===== config.mk =====
export PLATFORM = sky130hd
export DESIGN_NAME = wrist_raise_wake_detector_core
export DESIGN_NICKNAME = d
export VERILOG_FILES = /design/src/hdl/wrwd_pkg.sv /design/src/hdl/wrwd_front.sv /design/src/hdl/wrwd_queue.sv /design/src/hdl/wrwd_back.sv /design/src/hdl/wrist_raise_wake_detector_core.sv
export SDC_FILE = /design/constraint.sdc
export NUM_CORES = 2
export LEC_CHECK = 0
export ABC_AREA = 0
export BUFFER_PORTS_ARGS = -buffer_cell sky130_fd_sc_hd__clkbuf_2
export CAP_MARGIN = 20
export CORE_UTILIZATION = 67
export CTS_CLUSTER_DIAMETER = 150
export CTS_CLUSTER_SIZE = 10
export DETAILED_ROUTE_END_ITERATION = 8
export PLACE_DENSITY_LB_ADDON = 0.05
export SLEW_MARGIN = 25
export SYNTH_ARGS = -nofsm -noshare
export SYNTH_HDL_FRONTEND = slang
export SYNTH_SLANG_ARGS = --single-unit
export TNS_END_PERCENT = 20

===== constraint.sdc =====
create_clock -name clock -period 17.5 [get_ports clock]
set_clock_uncertainty 0.2 [all_clocks]
set_input_delay 1.75 -clock clock [delete_from_list [all_inputs] [get_ports clock]]
set_output_delay 1.75 -clock clock [all_outputs]
set_load 0.03 [all_outputs]

===== src/hdl/wrwd_pkg.sv =====
`timescale 1ns / 1ps
// ----------------------------------------------------------------------------
// Wrist raise wake detector package
// Shared types, constants and field layouts for the detector core.
// ----------------------------------------------------------------------------
package wrwd_pkg;

   localparam int REQUIRED_STABLE_DEF = 2;
   localparam int QUEUE_DEPTH         = 4;

   localparam logic [31:0] RUN_BLOCK_MS      = 32'd900;
   localparam logic [31:0] GESTURE_WINDOW_MS = 32'd1800;

   localparam int REQ_DATA_W = 136;
   localparam int RSP_DATA_W = 64;
   localparam int CSR_ADDR_W = 3;
   localparam int CSR_DATA_W = 18;

   // Configuration register indexes.
   typedef enum logic [CSR_ADDR_W-1:0] {
      CSR_RUN_ACCEL    = 3'd0,
      CSR_RUN_GYRO     = 3'd1,
      CSR_GEST_ACCEL   = 3'd2,
      CSR_GEST_GYRO    = 3'd3,
      CSR_GEST_SCORE   = 3'd4,
      CSR_STABLE_ACCEL = 3'd5,
      CSR_STABLE_GYRO  = 3'd6,
      CSR_COOLDOWN     = 3'd7
   } csr_index_type;

   localparam logic [17:0] RUN_ACCEL_RST    = 18'd9500;
   localparam logic [16:0] RUN_GYRO_RST     = 17'd26000;
   localparam logic [17:0] GEST_ACCEL_RST   = 18'd900;
   localparam logic [16:0] GEST_GYRO_RST    = 17'd2600;
   localparam logic [17:0] GEST_SCORE_RST   = 18'd2400;
   localparam logic [17:0] STABLE_ACCEL_RST = 18'd950;
   localparam logic [16:0] STABLE_GYRO_RST  = 17'd3600;
   localparam logic [15:0] COOLDOWN_RST     = 16'd4000;

   typedef enum logic [2:0] {
      REASON_NONE     = 3'd0,
      REASON_RUNNING  = 3'd1,
      REASON_CAND     = 3'd2,
      REASON_EXPIRED  = 3'd3,
      REASON_WOKE     = 3'd4,
      REASON_DISARMED = 3'd5
   } reason_type;

   // Input word, last member in the lowest bits.
   typedef struct packed {
      logic signed [15:0] gyro_z;
      logic signed [15:0] gyro_y;
      logic signed [15:0] gyro_x;
      logic signed [15:0] accel_z;
      logic signed [15:0] accel_y;
      logic signed [15:0] accel_x;
      logic [31:0]        timestamp_ms;
      logic               armed;
   } req_word_type;

   // Result word, last member in the lowest bits.
   typedef struct packed {
      logic [1:0]  stable_count;
      logic        candidate_active;
      logic [17:0] activity_score;
      logic [16:0] gyro_magnitude;
      logic [17:0] accel_change;
      reason_type  reason;
      logic        wake;
   } rsp_word_type;

   // Entry passed from the front end to the decision stage.
   typedef struct packed {
      logic        armed;
      logic [31:0] now;
      logic [17:0] change;
      logic [16:0] gsum;
      logic [17:0] score;
   } metrics_type;

   // Queue status seen by the front end.
   typedef struct packed {
      logic push;
      logic full;
   } queue_ctl_type;

endpackage


===== src/hdl/wrwd_front.sv =====
`timescale 1ns / 1ps
// ----------------------------------------------------------------------------
// Wrist raise wake detector front end
// Accepts samples and computes accel change, gyro sum and motion score.
// ----------------------------------------------------------------------------
module wrwd_front
   import wrwd_pkg::*;
(
   input  logic          clock,
   input  logic          reset,
   input  logic          in_valid,
   output logic          in_ready,
   input  req_word_type  in_word,
   input  logic          q_full,
   output logic          q_push,
   output metrics_type   q_entry
);

   logic signed [15:0] prev_accel_ff [3];
   logic signed [15:0] prev_accel_in [3];
   logic               have_prev_ff;
   logic               have_prev_in;

   logic signed [15:0] cur_accel [3];
   logic signed [15:0] cur_gyro  [3];
   logic        [15:0] adiff [3];
   logic        [15:0] gabs  [3];
   logic        [17:0] change_sum;
   logic        [16:0] gyro_total;
   logic               accept;

   assign in_ready = !q_full;
   assign accept   = in_valid && !q_full;
   assign q_push   = accept;

   assign cur_accel[0] = in_word.accel_x;
   assign cur_accel[1] = in_word.accel_y;
   assign cur_accel[2] = in_word.accel_z;
   assign cur_gyro[0]  = in_word.gyro_x;
   assign cur_gyro[1]  = in_word.gyro_y;
   assign cur_gyro[2]  = in_word.gyro_z;

   always_comb begin
      logic signed [16:0] d;
      for (int i = 0; i < 3; i++) begin
         d = 17'(cur_accel[i]) - 17'(prev_accel_ff[i]);
         adiff[i] = d[16] ? 16'(-d) : d[15:0];
         d = 17'(cur_gyro[i]);
         gabs[i] = d[16] ? 16'(-d) : d[15:0];
      end
      change_sum = 18'(adiff[0]) + 18'(adiff[1]) + 18'(adiff[2]);
      gyro_total = 17'(gabs[0]) + 17'(gabs[1]) + 17'(gabs[2]);
   end

   always_comb begin
      q_entry.armed  = in_word.armed;
      q_entry.now    = in_word.timestamp_ms;
      q_entry.change = '0;
      q_entry.gsum   = '0;
      q_entry.score  = '0;
      // Metrics stay zero on the first sample after arming.
      if (in_word.armed && have_prev_ff) begin
         q_entry.change = change_sum;
         q_entry.gsum   = gyro_total;
         q_entry.score  = change_sum + 18'(gyro_total[16:1]);
      end
   end

   always_comb begin
      have_prev_in  = have_prev_ff;
      prev_accel_in = prev_accel_ff;
      if (accept) begin
         have_prev_in = in_word.armed;
         if (in_word.armed) begin
            prev_accel_in = cur_accel;
         end
      end
   end

   always_ff @(posedge clock) begin
      if (reset) begin
         have_prev_ff <= 1'b0;
         for (int i = 0; i < 3; i++) begin
            prev_accel_ff[i] <= '0;
         end
      end else begin
         have_prev_ff  <= have_prev_in;
         prev_accel_ff <= prev_accel_in;
      end
   end

endmodule


===== src/hdl/wrwd_queue.sv =====
`timescale 1ns / 1ps
// ----------------------------------------------------------------------------
// Wrist raise wake detector queue
// Short FIFO of metric words between the front end and the decision stage.
// ----------------------------------------------------------------------------
module wrwd_queue
   import wrwd_pkg::*;
#(
   parameter int DEPTH = QUEUE_DEPTH
)
(
   input  logic          clock,
   input  logic          reset,
   input  queue_ctl_type ctl_in,
   input  metrics_type   push_entry,
   output logic          full,
   output logic          head_valid,
   output metrics_type   head_entry,
   input  logic          pop
);

   localparam int PTR_W = (DEPTH > 1) ? $clog2(DEPTH) : 1;
   localparam int CNT_W = $clog2(DEPTH + 1);

   metrics_type      store_ff [DEPTH];
   logic [PTR_W-1:0] wr_ptr_ff, wr_ptr_in;
   logic [PTR_W-1:0] rd_ptr_ff, rd_ptr_in;
   logic [CNT_W-1:0] count_ff, count_in;
   logic             do_push;
   logic             do_pop;

   assign full       = (count_ff == CNT_W'(DEPTH));
   assign head_valid = (count_ff != '0);
   assign head_entry = store_ff[rd_ptr_ff];
   assign do_push    = ctl_in.push && !ctl_in.full;
   assign do_pop     = pop && head_valid;

   always_comb begin
      wr_ptr_in = wr_ptr_ff;
      rd_ptr_in = rd_ptr_ff;
      count_in  = count_ff;
      if (do_push) begin
         wr_ptr_in = (wr_ptr_ff == PTR_W'(DEPTH - 1)) ? '0 : wr_ptr_ff + 1'b1;
      end
      if (do_pop) begin
         rd_ptr_in = (rd_ptr_ff == PTR_W'(DEPTH - 1)) ? '0 : rd_ptr_ff + 1'b1;
      end
      if (do_push && !do_pop) begin
         count_in = count_ff + 1'b1;
      end else if (do_pop && !do_push) begin
         count_in = count_ff - 1'b1;
      end
   end

   always_ff @(posedge clock) begin
      if (reset) begin
         wr_ptr_ff <= '0;
         rd_ptr_ff <= '0;
         count_ff  <= '0;
      end else begin
         wr_ptr_ff <= wr_ptr_in;
         rd_ptr_ff <= rd_ptr_in;
         count_ff  <= count_in;
      end
   end

   always_ff @(posedge clock) begin
      if (do_push) begin
         store_ff[wr_ptr_ff] <= push_entry;
      end
   end

endmodule


===== src/hdl/wrwd_back.sv =====
`timescale 1ns / 1ps
// ----------------------------------------------------------------------------
// Wrist raise wake detector decision stage
// Applies the running block, candidate window, stable count and cooldown.
// ----------------------------------------------------------------------------
module wrwd_back
   import wrwd_pkg::*;
#(
   parameter int REQUIRED_STABLE = REQUIRED_STABLE_DEF
)
(
   input  logic                  clock,
   input  logic                  reset,
   input  logic                  csr_we,
   input  logic [CSR_ADDR_W-1:0] csr_addr,
   input  logic [CSR_DATA_W-1:0] csr_wdata,
   input  logic                  head_valid,
   input  metrics_type           head_entry,
   output logic                  pop,
   output logic                  out_valid,
   input  logic                  out_ready,
   output rsp_word_type          out_word
);

   localparam int CNT_W = $clog2(REQUIRED_STABLE + 1);
   localparam logic [CNT_W-1:0] CNT_MAX = CNT_W'(REQUIRED_STABLE);

   logic [17:0] run_accel_ff;
   logic [16:0] run_gyro_ff;
   logic [17:0] gest_accel_ff;
   logic [16:0] gest_gyro_ff;
   logic [17:0] gest_score_ff;
   logic [17:0] stable_accel_ff;
   logic [16:0] stable_gyro_ff;
   logic [15:0] cooldown_ff;

   logic             cand_ff, cand_in;
   logic [31:0]      deadline_ff, deadline_in;
   logic [31:0]      block_until_ff, block_until_in;
   logic [CNT_W-1:0] count_ff, count_in;
   logic [31:0]      last_wake_ff, last_wake_in;

   logic         out_valid_ff, out_valid_in;
   rsp_word_type out_word_ff, out_word_in;

   logic [CNT_W+1:0] count_ext;

   assign pop       = head_valid && (!out_valid_ff || out_ready);
   assign out_valid = out_valid_ff;
   assign out_word  = out_word_ff;
   assign count_ext = {2'b00, count_in};

   always_comb begin
      logic        running;
      logic        blocked;
      logic        start;
      logic        stable;
      logic        wake;
      logic [31:0] d_block;
      logic [31:0] d_dead;
      logic [31:0] d_wake;
      reason_type  reason;

      cand_in        = cand_ff;
      deadline_in    = deadline_ff;
      block_until_in = block_until_ff;
      count_in       = count_ff;
      last_wake_in   = last_wake_ff;
      reason         = REASON_NONE;
      wake           = 1'b0;
      running        = (head_entry.change >= run_accel_ff) || (head_entry.gsum >= run_gyro_ff);
      d_block        = head_entry.now - block_until_ff;
      blocked        = d_block[31];
      start          = !blocked && ((head_entry.change >= gest_accel_ff) ||
                                    (head_entry.gsum >= gest_gyro_ff) ||
                                    (head_entry.score >= gest_score_ff));
      d_dead         = '0;
      d_wake         = '0;
      stable         = 1'b0;

      if (!head_entry.armed) begin
         cand_in     = 1'b0;
         deadline_in = '0;
         count_in    = '0;
         reason      = REASON_DISARMED;
      end else if (running) begin
         block_until_in = head_entry.now + RUN_BLOCK_MS;
         cand_in        = 1'b0;
         deadline_in    = '0;
         count_in       = '0;
         reason         = REASON_RUNNING;
      end else begin
         if (start) begin
            cand_in     = 1'b1;
            deadline_in = head_entry.now + GESTURE_WINDOW_MS;
            count_in    = '0;
            reason      = REASON_CAND;
         end
         // The window has expired once now is strictly past the deadline.
         d_dead = head_entry.now - deadline_in;
         if (cand_in && !d_dead[31] && (d_dead != '0)) begin
            cand_in     = 1'b0;
            deadline_in = '0;
            count_in    = '0;
            reason      = REASON_EXPIRED;
         end
         stable = cand_in && !blocked && (head_entry.change <= stable_accel_ff) &&
                  (head_entry.gsum <= stable_gyro_ff);
         if (stable) begin
            if (count_in < CNT_MAX) begin
               count_in = count_in + 1'b1;
            end
         end else if (!blocked) begin
            count_in = '0;
         end
         d_wake = head_entry.now - last_wake_ff;
         if ((count_in >= CNT_MAX) && !d_wake[31] && (d_wake >= {16'h0000, cooldown_ff})) begin
            last_wake_in = head_entry.now;
            cand_in      = 1'b0;
            deadline_in  = '0;
            count_in     = '0;
            reason       = REASON_WOKE;
            wake         = 1'b1;
         end
      end

      out_word_in.wake             = wake;
      out_word_in.reason           = reason;
      out_word_in.accel_change     = head_entry.change;
      out_word_in.gyro_magnitude   = head_entry.gsum;
      out_word_in.activity_score   = head_entry.score;
      out_word_in.candidate_active = cand_in;
      out_word_in.stable_count     = count_ext[1:0];
   end

   always_comb begin
      out_valid_in = out_valid_ff;
      if (pop) begin
         out_valid_in = 1'b1;
      end else if (out_ready) begin
         out_valid_in = 1'b0;
      end
   end

   always_ff @(posedge clock) begin
      if (reset) begin
         out_valid_ff   <= 1'b0;
         cand_ff        <= 1'b0;
         deadline_ff    <= '0;
         block_until_ff <= '0;
         count_ff       <= '0;
         last_wake_ff   <= '0;
      end else begin
         out_valid_ff <= out_valid_in;
         if (pop) begin
            cand_ff        <= cand_in;
            deadline_ff    <= deadline_in;
            block_until_ff <= block_until_in;
            count_ff       <= count_in;
            last_wake_ff   <= last_wake_in;
         end
      end
   end

   always_ff @(posedge clock) begin
      if (pop) begin
         out_word_ff <= out_word_in;
      end
   end

   always_ff @(posedge clock) begin
      if (reset) begin
         run_accel_ff    <= RUN_ACCEL_RST;
         run_gyro_ff     <= RUN_GYRO_RST;
         gest_accel_ff   <= GEST_ACCEL_RST;
         gest_gyro_ff    <= GEST_GYRO_RST;
         gest_score_ff   <= GEST_SCORE_RST;
         stable_accel_ff <= STABLE_ACCEL_RST;
         stable_gyro_ff  <= STABLE_GYRO_RST;
         cooldown_ff     <= COOLDOWN_RST;
      end else if (csr_we) begin
         case (csr_index_type'(csr_addr))
            CSR_RUN_ACCEL:    run_accel_ff    <= csr_wdata;
            CSR_RUN_GYRO:     run_gyro_ff     <= csr_wdata[16:0];
            CSR_GEST_ACCEL:   gest_accel_ff   <= csr_wdata;
            CSR_GEST_GYRO:    gest_gyro_ff    <= csr_wdata[16:0];
            CSR_GEST_SCORE:   gest_score_ff   <= csr_wdata;
            CSR_STABLE_ACCEL: stable_accel_ff <= csr_wdata;
            CSR_STABLE_GYRO:  stable_gyro_ff  <= csr_wdata[16:0];
            CSR_COOLDOWN:     cooldown_ff     <= csr_wdata[15:0];
            default: ;
         endcase
      end
   end

endmodule


===== src/hdl/wrist_raise_wake_detector_core.sv =====
`timescale 1ns / 1ps
// ----------------------------------------------------------------------------
// Wrist raise wake detector core
// Turns a stream of timestamped IMU samples into wake decisions.
// ----------------------------------------------------------------------------
// Usage:
// One sample word enters on the req_ stream and exactly one result word
// leaves on the rsp_ stream for it, in order. The front end computes the
// accel change, gyro sum and motion score as the word is accepted and pushes
// them into a four-entry queue; the decision stage pops one entry a cycle
// while the output register is free or being taken, updates the candidate,
// block and cooldown state and loads the output register.
// A sample is registered in the queue and its result in the output register
// before rsp_tvalid rises. Throughput is one word per cycle while rsp_tready
// stays high.
// When rsp_tready is low the output register holds its word; the queue keeps
// taking samples until its four entries are full, then req_tready drops.
// Reset empties the queue, clears rsp_tvalid and all detector state and
// loads the registers with their default thresholds. csr_ writes take effect
// at once; the user must make them while the block is idle, not enforced here.
// ----------------------------------------------------------------------------
module wrist_raise_wake_detector_core
   import wrwd_pkg::*;
#(
   parameter int REQUIRED_STABLE = REQUIRED_STABLE_DEF
)
(
   input  logic                  clock,
   input  logic                  reset,
   input  logic                  req_tvalid,
   output logic                  req_tready,
   // armed, timestamp_ms, accel_x, accel_y, accel_z, gyro_x, gyro_y, gyro_z
   input  logic [REQ_DATA_W-1:0] req_tdata,
   output logic                  rsp_tvalid,
   input  logic                  rsp_tready,
   // wake, reason, accel_change, gyro_magnitude, activity_score,
   // candidate_active, stable_count
   output logic [RSP_DATA_W-1:0] rsp_tdata,
   input  logic                  csr_we,
   input  logic [CSR_ADDR_W-1:0] csr_addr,
   input  logic [CSR_DATA_W-1:0] csr_wdata
);

   localparam int REQ_W = $bits(req_word_type);
   localparam int RSP_W = $bits(rsp_word_type);

   req_word_type  in_word;
   rsp_word_type  out_word;
   metrics_type   push_entry;
   metrics_type   head_entry;
   queue_ctl_type q_ctl;
   logic          q_full;
   logic          q_push;
   logic          head_valid;
   logic          pop;

   assign in_word   = req_tdata[REQ_W-1:0];
   assign rsp_tdata = {{(RSP_DATA_W - RSP_W){1'b0}}, out_word};
   assign q_ctl.push = q_push;
   assign q_ctl.full = q_full;

   wrwd_front u_front (
      .clock    (clock),
      .reset    (reset),
      .in_valid (req_tvalid),
      .in_ready (req_tready),
      .in_word  (in_word),
      .q_full   (q_full),
      .q_push   (q_push),
      .q_entry  (push_entry)
   );

   wrwd_queue #(
      .DEPTH (QUEUE_DEPTH)
   ) u_queue (
      .clock      (clock),
      .reset      (reset),
      .ctl_in     (q_ctl),
      .push_entry (push_entry),
      .full       (q_full),
      .head_valid (head_valid),
      .head_entry (head_entry),
      .pop        (pop)
   );

   wrwd_back #(
      .REQUIRED_STABLE (REQUIRED_STABLE)
   ) u_back (
      .clock      (clock),
      .reset      (reset),
      .csr_we     (csr_we),
      .csr_addr   (csr_addr),
      .csr_wdata  (csr_wdata),
      .head_valid (head_valid),
      .head_entry (head_entry),
      .pop        (pop),
      .out_valid  (rsp_tvalid),
      .out_ready  (rsp_tready),
      .out_word   (out_word)
   );

endmodule


==> run summary <==
After clock tree synthesis, the clock-pin slew on the worst setup and hold paths is 0.07 ns. TritonCTS built the clock tree. Dividing the final minimum period by the clock period gives 64.06%. Once layout is done, the placed cells without fillers occupy 45170 sq um. The area added between synthesis and finish is 9.354%. The count of cells along the worst hold path was 2; the final net count was 4812. The later pin in the worst-skew pair is clocked with a latency of 0.65 ns. Setup violations remaining at the end of the flow were counted as 0. Average footprint of a synthesized cell: 10.04 sq um. The synthesized netlist devotes 13.50% of its cell area to simple gates. Max-cap check violation count: 0. The distinct cell type count of the synthesized netlist is 97, and the number of cells on the worst reg-to-reg path is 34. Counting along the longest clock path gives a buffer depth of 3.

For this run, the top clock speed supported by timing is 0.08921 GHz. The initialized floorplan defines 90 standard-cell rows. The startpoint of the worst hold path is u_back.deadline_ff[10]$_SDFFE_PP0P_.

The run finished with clean final reports. The tools report the required time at the endpoint of the critical path as 17.81 ns. Pin slew with the least headroom to its limit: 1.001 ns. The width of the die came out at 250.3 um. Type of the most critical hold path: reg -> reg. The cell with the largest stage delay on the worst path is sky130_fd_sc_hd__dfxtp_4.

Synthesized-area fraction occupied by ao, oa, aoi and oai cells: 14.73%. The most common cell after layout, fill and taps aside is sky130_fd_sc_hd__nand2_1. The floorplan step defined a die boundary enclosing 62650 sq um.

The cell sitting at the root of the clock tree is a sky130_fd_sc_hd__clkbuf_16. Most numerous cell on the critical path: sky130_fd_sc_hd__a211oi_1. On the final layout, the worst hold slack is 0.2499 ns. Measured on the finished design, the core utilization comes to 74.56%.

The number of hold buffers added after CTS was 0. In the final layout, the share of cells above drive strength 1 is 11.84%. Summing every instance area after synthesis gives 41300 sq um. During I/O placement, the number of pins put on the boundary was 228. Detailed placement finished with a half-perimeter wire length of 72950 um. The final routed DRC violation total was 0.

The top cell types in the final layout, fill and taps aside, are sky130_fd_sc_hd__nand2_1 (543), sky130_fd_sc_hd__edfxtp_1 (404), sky130_fd_sc_hd__a21oi_1 (357), sky130_fd_sc_hd__ha_1 (357), sky130_fd_sc_hd__inv_1 (332). The run gives 0 as the number of warning messages in the yosys log. Kind of start point of the critical path: a flop. At the end of routability-driven placement, the weighted congestion stood at 0.9767. Detailed routing inserted a total of 31.50k vias. The tools report the final max-slew violation count as 0.

The xor/xnor cell area share of the yosys netlist came out at 5.419%. For the total negative slack for setup checks, the log shows 0 ns. The share of synthesized flip-flops with an asynchronous set or reset was 0%.

The total of fill cells in the finished design came out at 4393. The worst-case hold path end point is u_back.deadline_ff[10]$_SDFFE_PP0P_. Setup repair after global routing left no endpoint under its margin. After global routing the overflow that remains totals 0. The die boundary height was 250.3 um.

The post-synthesis adder-cell area fraction is 12.07%, and the number of levels in the clock H-tree is 3. For this configuration, the core starts out at a cell density of 68.18%. After synthesis, the largest family of logic cells by area is compound AO/OA/AOI/OAI gates. The arrival time of the worst setup path is 11.52 ns, and the headroom to the max-slew limit is 33.18%. Once detail routing completed, the nets flagged for antenna violations numbered 0. Input and output buffers added on the ports amount to 216.

By startpoint and endpoint, the worst setup path is classified as reg -> reg. The logs give 80 for the number of buffers added by the clock tree synthesis step and 29.69k for the via count of the first global-routing pass. Entering global routing, the biggest net connects 163 pins. The final wirelength is 104600 um, and the DRC violation total after the first TritonRoute iteration is 2678. Counting every instance in the synthesized netlist gives 4113.

Yosys mapped a number of flops with a built-in enable equal to 404. The number of antenna violations at the first check in global routing was 11; the placeable core area was 60580 sq um. The register-to-register setup slack was 6.29 ns; the clock net sink count was 701. The fraction of synthesized area in multiplexers is 5.525%. The tools report the final hold violation count as 0. The tools report the post-cts repair resize count as 0.

The worst setup path is captured at a flop. For this run, the total global-route usage over all layers was measured as 33.24%. The leading register cell type out of synthesis was sky130_fd_sc_hd__edfxtp_1.

After detailed routing, the number of vias per cell comes to 6.176. Summing all placed instances gives a cell area of 42820 sq um. The first global-routing pass estimated 163100 um of wire.

The terminus of the critical flop-to-flop path was u_back.deadline_ff[31]$_SDFFE_PP0P_. The routed design could run at a clock period as short as 11.21 ns. Number of synthesized register bits: 701. The maximum cell stage delay along the critical path was 0.88 ns; the average wire per cell in the routed design was 20.51 um.

Buffers added to address setup during post-CTS repair amount to 0. Sequential elements use 43.77% of the synthesized area. The first detailed-routing pass took 5 iterations. The maximum fanout encountered on the critical timing path works out to 47.
[critical path, delay by kind of cell (launching register included)]
kind	cells	cell delay, ns
adders and majority gates	4	1.14
buffers and inverters	5	1.81
AOI/OAI and AO/OA	16	4.84
and+or+nand+nor	8	1.50
DFF	1	0.88
muxes	1	0.68
[metrics by stage]
| step | setup WS [ns] | cells |
|---|---|---|
| floorplan | 8.211 | 4116 |
| global placement | 6.517 | 4967 |
| detailed placement | 6.463 | 4967 |
| CTS | 6.260 | 5098 |
| global route | 5.499 | 5101 |
| finish | 6.290 | 5101 |
[Yosys cell counts (15+ instances only)]
library cell               number  area share, %
sky130_fd_sc_hd__nand2_1      544            4.9
sky130_fd_sc_hd__edfxtp_1     404             29
sky130_fd_sc_hd__a21oi_1      357            4.3
sky130_fd_sc_hd__ha_1         357             11
sky130_fd_sc_hd__inv_1        333            3.0
sky130_fd_sc_hd__dfxtp_1      297             14
sky130_fd_sc_hd__nor2_1       204            1.9
sky130_fd_sc_hd__xnor2_1      178            3.8
sky130_fd_sc_hd__o21ai_0      120            1.5
sky130_fd_sc_hd__clkbuf_1     107           0.97
sky130_fd_sc_hd__mux4_2        85            4.6
sky130_fd_sc_hd__a21o_1        78            1.4
sky130_fd_sc_hd__nand3_1       78           0.95
sky130_fd_sc_hd__xor2_1        75            1.6
sky130_fd_sc_hd__and3_1        66            1.0
sky130_fd_sc_hd__a211oi_1      59            1.1
sky130_fd_sc_hd__nor2b_1       53           0.80
sky130_fd_sc_hd__o211ai_1      53           0.96
sky130_fd_sc_hd__nor3_1        52           0.63
sky130_fd_sc_hd__nand4_1       39           0.59
sky130_fd_sc_hd__o21ai_1       37           0.45
sky130_fd_sc_hd__nand2b_1      33           0.50
sky130_fd_sc_hd__mux2i_1       32           0.78
sky130_fd_sc_hd__o21ai_2       31           0.66
sky130_fd_sc_hd__or3_1         29           0.44
sky130_fd_sc_hd__o21bai_1      27           0.49
sky130_fd_sc_hd__o31ai_1       27           0.49
sky130_fd_sc_hd__fa_1          26            1.3
sky130_fd_sc_hd__a31oi_1       25           0.38
sky130_fd_sc_hd__buf_2         17           0.21
sky130_fd_sc_hd__and2_1        16           0.24
sky130_fd_sc_hd__clkbuf_2      15           0.18
sky130_fd_sc_hd__or2_2         15           0.23
[logic make-up (layout without fill, tap and decap cells)]
group / after synthesis / after routing
compound gates: 953 / 953
xor+xnor: 254 / 254
fa+ha+maj: 383 / 383
buf+inv: 506 / 706
flops: 701 / 701
mux: 121 / 121
other cells: 1 / 7
simple gates: 1194 / 1194
[flip-flops by register name, summed over array words and instances (netlist names), 17 cells and up, named ones only]
register                cells
u_back.block_until_ff      32
u_queue.store_ff          344
u_back.run_accel_ff        18
u_back.gest_gyro_ff        17
u_back.deadline_ff         32
u_back.last_wake_ff        32
u_back.out_word            60
u_back.stable_accel_ff     18
u_back.gest_score_ff       18
u_back.gest_accel_ff       18
u_back.run_gyro_ff         17
u_front.prev_accel_ff      48
u_back.stable_gyro_ff      17
[how the worst max path moves through the flow]
stage | startpoint | endpoint | slack, ns
3_5_place_dp | flop | u_back.count_ff[1]$_SDFFE_PP0P_ | 6.46
6_report | flop | u_back.deadline_ff[31]$_SDFFE_PP0P_ | 6.29
5_1_grt | flop | u_back.deadline_ff[31]$_SDFFE_PP0P_ | 5.50
3_3_place_gp | flop | u_back.deadline_ff[31]$_SDFFE_PP0P_ | 6.52
2_1_floorplan | flop | u_back.last_wake_ff[11]$_SDFFE_PP0P_ | 8.21
4_1_cts | flop | u_back.deadline_ff[31]$_SDFFE_PP0P_ | 6.26
[layer usage]
layer  track usage [%]  share of wire, %
met1             45.95                43
met2             53.58                46
met3             5.206               7.9
met4             11.25               3.0
met5                 0             0.085
[area by class of cell]
cell class                      count  area, sq um  area share (%)
Clock inverter                      8        167.7          0.3712
Clock buffer                      123         2163           4.789
Sequential cell                   701        18080           40.04
Antenna cell                        3        7.507         0.01662
Multi-Input combinational cell   2909        21230           46.99
Tap cell                          782        978.4           2.166
Inverter                          334         1254           2.776
Timing Repair Buffer              241         1287           2.850
Power is not shown: default switching activity piles up to over one toggle a cycle in this logic, so the estimate is an artifact.
